**config.mk**
```make
export PLATFORM = sky130hd
export DESIGN_NAME = rgtr_gate_acc
export DESIGN_NICKNAME = d
export VERILOG_FILES = /design/src/hdl/rgtr_pkg.sv /design/src/hdl/rgtr_gate_acc.sv
export SDC_FILE = /design/constraint.sdc
export NUM_CORES = 2
export LEC_CHECK = 0
export ABC_AREA = 1
export ABC_CLOCK_PERIOD_IN_PS = 5000
export BUFFER_PORTS_ARGS = -buffer_cell sky130_fd_sc_hd__clkbuf_2
export CAP_MARGIN = 30
export CORE_MARGIN = 10
export CORE_UTILIZATION = 50
export DETAILED_ROUTE_END_ITERATION = 8
export PLACE_DENSITY_LB_ADDON = 0.08
export SYNTH_ARGS = -nofsm -noshare
export SYNTH_HDL_FRONTEND = slang
export SYNTH_SLANG_ARGS = --single-unit
```
**constraint.sdc**
```tcl
create_clock -name i_clk -period 5 [get_ports i_clk]
set_input_delay 0.5 -clock i_clk [delete_from_list [all_inputs] [get_ports i_clk]]
set_output_delay 0.5 -clock i_clk [all_outputs]
set_load 0.05 [all_outputs]
```
**src/hdl/rgtr_pkg.sv**
```systemverilog
// Shared types, constants and helpers of the range-gate theory row builder.
`timescale 1ns / 1ps
package rgtr_pkg;

    localparam int NGATES_DEF = 16;
    localparam int MAX_DELAY  = 4096;
    localparam int DL_AW      = $clog2(MAX_DELAY);
    localparam int LIM_W      = 12;
    localparam int CNT_W      = 12;
    localparam int SUM_W      = 32;
    localparam int SAMP_W     = 16;
    localparam int SP_W       = 13;

    localparam logic [0:0] CFG_BACKGROUND_ON = 1'b0;
    localparam logic [0:0] CFG_REMOTE_RX     = 1'b1;

    localparam logic [0:0] MODE_LOAD   = 1'b0;
    localparam logic [0:0] MODE_SAMPLE = 1'b1;

    typedef enum logic [2:0] {
        ST_CLEAR,
        ST_IDLE,
        ST_EMIT,
        ST_READ,
        ST_ACC
    } t_state;

    // One delay-line entry.
    typedef struct packed {
        logic                     valid;
        logic signed [SAMP_W-1:0] im;
        logic signed [SAMP_W-1:0] re;
    } t_amb;

    // Control from the sequencer to the accumulator unit.
    typedef struct packed {
        logic clear;
        logic update;
    } t_acc_ctl;

    function automatic logic signed [SUM_W-1:0] sat_sum(input logic signed [SUM_W+1:0] v);
        logic signed [SUM_W+1:0] hi;
        logic signed [SUM_W+1:0] lo;
        begin
            hi = (SUM_W+2)'({1'b0, {(SUM_W-1){1'b1}}});
            lo = -hi - (SUM_W+2)'(1);
            if (v > hi) begin
                sat_sum = hi[SUM_W-1:0];
            end else if (v < lo) begin
                sat_sum = lo[SUM_W-1:0];
            end else begin
                sat_sum = v[SUM_W-1:0];
            end
        end
    endfunction

endpackage

```
**src/hdl/rgtr_gate_acc.sv**
```systemverilog
// Per-gate window sums and counts with one shared saturating update unit.
`timescale 1ns / 1ps
module rgtr_gate_acc #(
    parameter int NGATES = rgtr_pkg::NGATES_DEF,
    parameter int GW     = $clog2(NGATES + 1)
) (
    input  logic                                i_clk,
    input  logic                                i_rst_n,
    input  rgtr_pkg::t_acc_ctl                  i_ctl,
    input  logic [GW-1:0]                       i_gate,
    input  rgtr_pkg::t_amb                      i_add,
    input  rgtr_pkg::t_amb                      i_sub,
    output logic signed [rgtr_pkg::SUM_W-1:0]   o_sum_re,
    output logic signed [rgtr_pkg::SUM_W-1:0]   o_sum_im,
    output logic [rgtr_pkg::CNT_W-1:0]          o_count
);

    localparam int SW = (NGATES > 1) ? $clog2(NGATES) : 1;
    localparam int SUM_W = rgtr_pkg::SUM_W;
    localparam int CNT_W = rgtr_pkg::CNT_W;

    logic signed [SUM_W-1:0] r_sum_re [NGATES];
    logic signed [SUM_W-1:0] r_sum_im [NGATES];
    logic [CNT_W-1:0]        r_count  [NGATES];

    logic [SW-1:0]           w_idx;
    logic signed [SUM_W+1:0] w_re;
    logic signed [SUM_W+1:0] w_im;
    logic signed [CNT_W+1:0] w_cnt;
    logic signed [SUM_W-1:0] n_re;
    logic signed [SUM_W-1:0] n_im;
    logic [CNT_W-1:0]        n_cnt;

    assign w_idx = i_gate[SW-1:0];

    always_comb begin
        w_re  = (SUM_W+2)'(r_sum_re[w_idx]) + (SUM_W+2)'(i_add.re) - (SUM_W+2)'(i_sub.re);
        w_im  = (SUM_W+2)'(r_sum_im[w_idx]) + (SUM_W+2)'(i_add.im) - (SUM_W+2)'(i_sub.im);
        w_cnt = $signed({2'b00, r_count[w_idx]}) + $signed((CNT_W+2)'(i_add.valid))
                - $signed((CNT_W+2)'(i_sub.valid));
        n_re  = rgtr_pkg::sat_sum(w_re);
        n_im  = rgtr_pkg::sat_sum(w_im);
        if (w_cnt < 0) begin
            n_cnt = '0;
        end else if (w_cnt > $signed({2'b00, {CNT_W{1'b1}}})) begin
            n_cnt = '1;
        end else begin
            n_cnt = w_cnt[CNT_W-1:0];
        end
    end

    always_ff @(posedge i_clk) begin
        if (!i_rst_n || i_ctl.clear) begin
            for (int g = 0; g < NGATES; g++) begin
                r_sum_re[g] <= '0;
                r_sum_im[g] <= '0;
                r_count[g]  <= '0;
            end
        end else if (i_ctl.update) begin
            r_sum_re[w_idx] <= n_re;
            r_sum_im[w_idx] <= n_im;
            r_count[w_idx]  <= n_cnt;
        end
    end

    assign o_sum_re = r_sum_re[w_idx];
    assign o_sum_im = r_sum_im[w_idx];
    assign o_count  = r_count[w_idx];

endmodule

```
# Word level (Yosys, flattened, before mapping)
# Memories as Yosys holds them, arrays and structs flattened.
# Index checks and enable logic that the tools add are counted.
# classes
add_sub_neg	6
n_lt_le_gt_ge	6
mux	20
reduce_logical	5
# ops
operator	n
32-bit two-way mux	6
34-bit by 32-bit greater-than comparator with 1-bit output, second input constant	2
34-bit by 32-bit less-than comparator with 1-bit output, second input constant	2
33-bit by 16-bit subtractor with 34-bit output	2
32-bit by 16-bit adder with 33-bit output	2
32-bit OR reduction	2
12-bit two-way mux	3
14-bit by 13-bit greater-than comparator with 1-bit output, second input constant	1
14-bit by 1-bit less-than comparator with 1-bit output, second input constant	1
13-bit by 1-bit subtractor with 14-bit output	1
12-bit by 1-bit adder with 13-bit output	1
4-bit two-way mux	3
12-bit OR reduction	1
1-bit two-way mux	8
1-bit zero test	1
1-bit logical OR	1
# totals
regBits	0
mem_bits_rw	1216
input_bits	75
out_inout_bits	76
word_cells	40
memories	3
# mem_list
name	depth	width	read_ports	rd_clocked_by_memory_dff	wr	line_no	text
r_sum_im	16	32	1	0	16	rgtr_gate_acc.sv:23	logic signed [SUM_W-1:0] r_sum_im [NGATES];
r_sum_re	16	32	1	0	16	rgtr_gate_acc.sv:22	logic signed [SUM_W-1:0] r_sum_re [NGATES];
r_count	16	12	1	0	16	rgtr_gate_acc.sv:24	logic [CNT_W-1:0] r_count [NGATES];

# Depth between registers and ports, before layout
# An unclocked memory read counts as a cell.
# depth
ltp_word	7
depth_mapped	32
depth_no_buf	28

# Least setup slack after synthesis
# No wires, ideal clock.
# synth_path
path_kind	input port to flip-flop
start	input port i_gate[0]
end	memory r_sum_re[4][10] (data pin)
setup_time_ns	0.280
arrival_time_ns	4.683
setup_slack_ns	0.037
stages	29
path_buffers	5
cell_sequence	buf_2 -> nor2_1 -> clkbuf_1 -> clkbuf_1 -> a22oi_1 -> nand2_1 -> nand2_1 -> nand4_1 -> inv_1 -> ha_1 -> inv_1 -> ha_1 -> inv_1 -> fa_1 -> nand3b_1 -> nand2_1 -> nand2_1 -> nand2_1 -> nand2_1 -> nand2_2 -> nand2_2 -> nand2_2 -> nand2_1 -> nand2_1 -> nand2_1 -> nand2_4 -> buf_2 -> buf_2 -> a21oi_2
# synth_lines
item	line_no	text
start, declared	rgtr_gate_acc.sv:10	input logic [GW-1:0] i_gate,
end, declared	rgtr_gate_acc.sv:22	

==> reports/qor.csv <==
metric;value;unit
start-to-end type of the worst setup path;in2reg;
pin slew with the least headroom to its limit;1.04;ns
Post-Place Setup Slack;-0.345;ns
post-route fraction of the period consumed by the critical path;93.3;%
number of enable-type register cells in the synthesized netlist;1216;
number of I/O port buffers;149;
startpoint class of the critical path;primary input;
kind of end point of the critical path;flop;
Critical Path Source;i_gate[1];
hold buffer count at CTS;0;
Most used DFF post-synth;sky130_fd_sc_hd__edfxtp_1;
Post-Synthesis Cell Area;61800;um2
number of nets in the synthesized netlist;5798;
sequential share of power;36.3;%
Area growth, synth to finish;17.3;%
Psw;11.9;mW
aggregate negative setup slack;0;ns
number of distinct library cell variants in the gate-level netlist after synthesis;44;
count of final hold-check violations;0;
std cell rows;128;
total power divided by cell area;449;nW/um2
number of DRC violations after detailed-routing iteration 0;5269;
maximum number of pins on one net before global-route repair;77;
Total Power Consumption;32.6;mW
type of the worst min-delay path;in2reg;
Max-Cap Viols;0;
chip height;372;um
worst endpoint required time;5.47;ns
Initial Util;50.5;%
routed length per instance;26.1;um
fillers;10223;
synthesized area divided by synthesized cell count;11.1;um2
endpoints failing setup;0;
later-pin clock latency in the skew report;0.77;ns
final setup margin;0.333;ns
hold_sp;i_add[16];
sequential share of the synthesized area;59.0;%
global-route met2 utilization;46.7;%
Placer Congestion;0.911;
via count;46790;
R2R Path Start;r_sum_im[12][1]$_SDFFCE_PN0P_;
drt drc;0;
I/O Pins;151;
detailed-router iteration count before antenna repair;6;
top post-synthesis cells by area;sky130_fd_sc_hd__edfxtp_1 59%, sky130_fd_sc_hd__a22oi_1 7.4%, sky130_fd_sc_hd__nand2_1 5.8%;
number of sinks handled by clock tree synthesis;1216;
Total Die Area;138000;um2
portion of synthesized cell area occupied by the leading cell type;59.0;%
first-pass GRT wire length;296000;um
core area;122000;um2
standby leakage power;29.9;nW
net count reported at finish;6186;
clock period minus final worst setup slack;4.67;ns
power share of the combinational group;34.2;%
clock share of power;29.5;%
Peak VDD IR;0.385;mV
clock transition time at the flip-flop clock pins of the worst setup and hold paths;0.06;ns
fraction of final layout cells sized beyond drive strength 1;23.3;%
GR Util All Layers;28.6;%
core utilization of the finished layout;59.3;%
area of all placed cells without fillers;72500;um2
async set-or-reset flop fraction in the synthesized netlist;0;%
max-slew violations;0;
count of buffers added by post-CTS timing repair for setup;0;
synthesized instance count;5575;
share of total power consumed by net switching;36.5;%
count of nets left with antenna violations after detail routing;0;
setup repair after global routing missed its margin;no;
count of state elements after synthesis;1216;
H-Tree Level Count;4;
Int Power;20.7;mW
TritonCTS clock tree;built;
detailed placer's ending HPWL;117000;um
status;finished, final reports clean;
cell area reported after detailed placement;68300;um2
CTS Root Cell;sky130_fd_sc_hd__clkbuf_16;
via count of the first global-routing pass;45926;
Critical Path AT;5.13;ns
DRT Wirelength;201000;um
number of CTS-inserted buffers;131;
fmax;0.214;GHz
CTS-repair resized insts;0;
post-DR vias/cell;6.08;
max_slew headroom;30.5;%
most used routing layer in global routing;met2;
deepest clock path buffer count;3;
cell type with the largest total area after synthesis;sky130_fd_sc_hd__edfxtp_1;
gr ovfl total;0;
critical path fanouts, max;26;
die span in x;372;um
maximum clock skew at final layout;0.0272;ns
number of antenna violations at the first check in global routing;2;
met3 track utilization from global routing;4.34;%
Synthesis Warnings;0;
met1 Usage GRT;39.0;%
worst paths after layout:
path	to	slack, ns	cells after the start
setup / recovery	r_sum_im[13][26]$_SDFFCE_PN0P_	0.33	24
hold / removal	r_sum_im[3][0]$_SDFFCE_PN0P_	0.46	7
hold reg to reg	r_count[6][0]$_SDFFCE_PN0P_	1.38	10
setup reg to reg	r_sum_im[13][26]$_SDFFCE_PN0P_	0.72	23
layer usage:
metal	vias up	share of wire, %	wire length, um
met5	-	0.0060	12
met4	2	3.1	6170
met3	379	8.9	17900
met2	2463	47	95500
met1	23169	41	81500
li1	20777	-	-
per-stage QoR:
stage               std cells  hold WS, ns
floorplan                5575        0.962
global placement         7454         1.24
detailed placement       7455         1.24
CTS                      7692        0.437
global route             7693        0.501
finish                   7693        0.460
synth_stat cells (2+ instances only):
| library cell | number |
|---|---|
| sky130_fd_sc_hd__a2111o_1 | 6 |
| sky130_fd_sc_hd__a21boi_0 | 16 |
| sky130_fd_sc_hd__a21o_1 | 3 |
| sky130_fd_sc_hd__a21oi_1 | 689 |
| sky130_fd_sc_hd__a21oi_2 | 326 |
| sky130_fd_sc_hd__a22oi_1 | 608 |
| sky130_fd_sc_hd__buf_1 | 20 |
| sky130_fd_sc_hd__buf_12 | 4 |
| sky130_fd_sc_hd__buf_2 | 91 |
| sky130_fd_sc_hd__buf_4 | 15 |
| sky130_fd_sc_hd__buf_6 | 75 |
| sky130_fd_sc_hd__buf_8 | 2 |
| sky130_fd_sc_hd__clkbuf_1 | 275 |
| sky130_fd_sc_hd__edfxtp_1 | 1216 |
| sky130_fd_sc_hd__fa_1 | 65 |
| sky130_fd_sc_hd__ha_1 | 83 |
| sky130_fd_sc_hd__inv_1 | 363 |
| sky130_fd_sc_hd__inv_2 | 15 |
| sky130_fd_sc_hd__nand2_1 | 957 |
| sky130_fd_sc_hd__nand2_2 | 38 |
| sky130_fd_sc_hd__nand2_4 | 42 |
| sky130_fd_sc_hd__nand2_8 | 20 |
| sky130_fd_sc_hd__nand3_1 | 66 |
| sky130_fd_sc_hd__nand3b_1 | 5 |
| sky130_fd_sc_hd__nand4_1 | 71 |
| sky130_fd_sc_hd__nor2_1 | 379 |
| sky130_fd_sc_hd__nor2_2 | 10 |
| sky130_fd_sc_hd__nor2_4 | 2 |
| sky130_fd_sc_hd__nor3_1 | 14 |
| sky130_fd_sc_hd__nor3_2 | 2 |
| sky130_fd_sc_hd__nor4_1 | 3 |
| sky130_fd_sc_hd__o21a_1 | 2 |
| sky130_fd_sc_hd__o21ai_0 | 13 |
| sky130_fd_sc_hd__o21ai_1 | 3 |
| sky130_fd_sc_hd__o21bai_1 | 17 |
| sky130_fd_sc_hd__or2_1 | 2 |
| sky130_fd_sc_hd__xnor2_1 | 11 |
| sky130_fd_sc_hd__xor2_1 | 40 |
kinds of logic (layout without fill, tap and decap cells):
family                     count (synthesis)  count (layout)  share of synthesized area, %
DFF                                     1216            1216                          59.0
other                                      0               1                             0
adders and majority gates                148             148                          3.78
AOI/OAI and AO/OA                       1686            1686                          18.3
xor gates and xnor gates                  51              51                         0.722
and+or+nand+nor                         1613            1613                          11.6
buffers and inverters                    861            1353                          6.55
cell usage in the layout (no fill, tap or decap), types with 83 or more instances in the layout:
master / Yosys / final
sky130_fd_sc_hd__a21oi_1: 689 / 689
sky130_fd_sc_hd__a21oi_2: 326 / 326
sky130_fd_sc_hd__a22oi_1: 608 / 608
sky130_fd_sc_hd__buf_12: 4 / 128
sky130_fd_sc_hd__buf_4: 15 / 459
sky130_fd_sc_hd__clkbuf_16: 0 / 135
sky130_fd_sc_hd__clkbuf_2: 0 / 149
sky130_fd_sc_hd__edfxtp_1: 1216 / 1216
sky130_fd_sc_hd__ha_1: 83 / 83
sky130_fd_sc_hd__inv_1: 363 / 362
sky130_fd_sc_hd__nand2_1: 957 / 925
sky130_fd_sc_hd__nor2_1: 379 / 373
critical path, cell delays in order:
cell and delay, ns:
sky130_fd_sc_hd__clkbuf_2 0.13, sky130_fd_sc_hd__nor2_4 0.66, sky130_fd_sc_hd__buf_4 0.37, sky130_fd_sc_hd__buf_4 0.17, sky130_fd_sc_hd__a22oi_1 0.09, sky130_fd_sc_hd__nand2_1 0.14, sky130_fd_sc_hd__nand2_1 0.09, sky130_fd_sc_hd__nand4_1 0.22
sky130_fd_sc_hd__inv_1 0.11, sky130_fd_sc_hd__fa_1 0.49, sky130_fd_sc_hd__inv_1 0.04, sky130_fd_sc_hd__ha_1 0.32, sky130_fd_sc_hd__a21oi_1 0.19, sky130_fd_sc_hd__nand2_1 0.10, sky130_fd_sc_hd__nand2_1 0.06, sky130_fd_sc_hd__nand2_1 0.06
sky130_fd_sc_hd__a21oi_1 0.30, sky130_fd_sc_hd__nand3_1 0.12, sky130_fd_sc_hd__nand2_1 0.08, sky130_fd_sc_hd__nand2_1 0.12, sky130_fd_sc_hd__nand2_8 0.16, sky130_fd_sc_hd__buf_12 0.23, sky130_fd_sc_hd__buf_4 0.23, sky130_fd_sc_hd__a21oi_1 0.08
flip-flops by register name (all words and copies together) (netlist names):
signal and flops:
r_sum_im 512, r_sum_re 512, r_count 192
final cells by class:
cell class	count	area [um2]	area share (%)
Antenna cell	1	2.50	0.00345
Clock inverter	77	699	0.964
Multi-Input combinational cell	3498	21600	29.8
Clock buffer	160	3470	4.79
Inverter	379	1430	1.98
Tap cell	1625	2030	2.80
Timing Repair Buffer	737	6780	9.35
Sequential cell	1216	36500	50.4
power by group through the flow:
stage                     registers (mW)  logic (mW)  clock network (mW)
final                               11.8        11.2                9.62
after global routing                11.9        11.9                10.1
after CTS                           11.8        11.1                9.67
after detailed placement            12.0        11.0                   0
after global placement              12.0        11.0                   0
after floorplan                     12.0        7.50                   0
No activity file was read; power rests on OpenSTA's default activity.
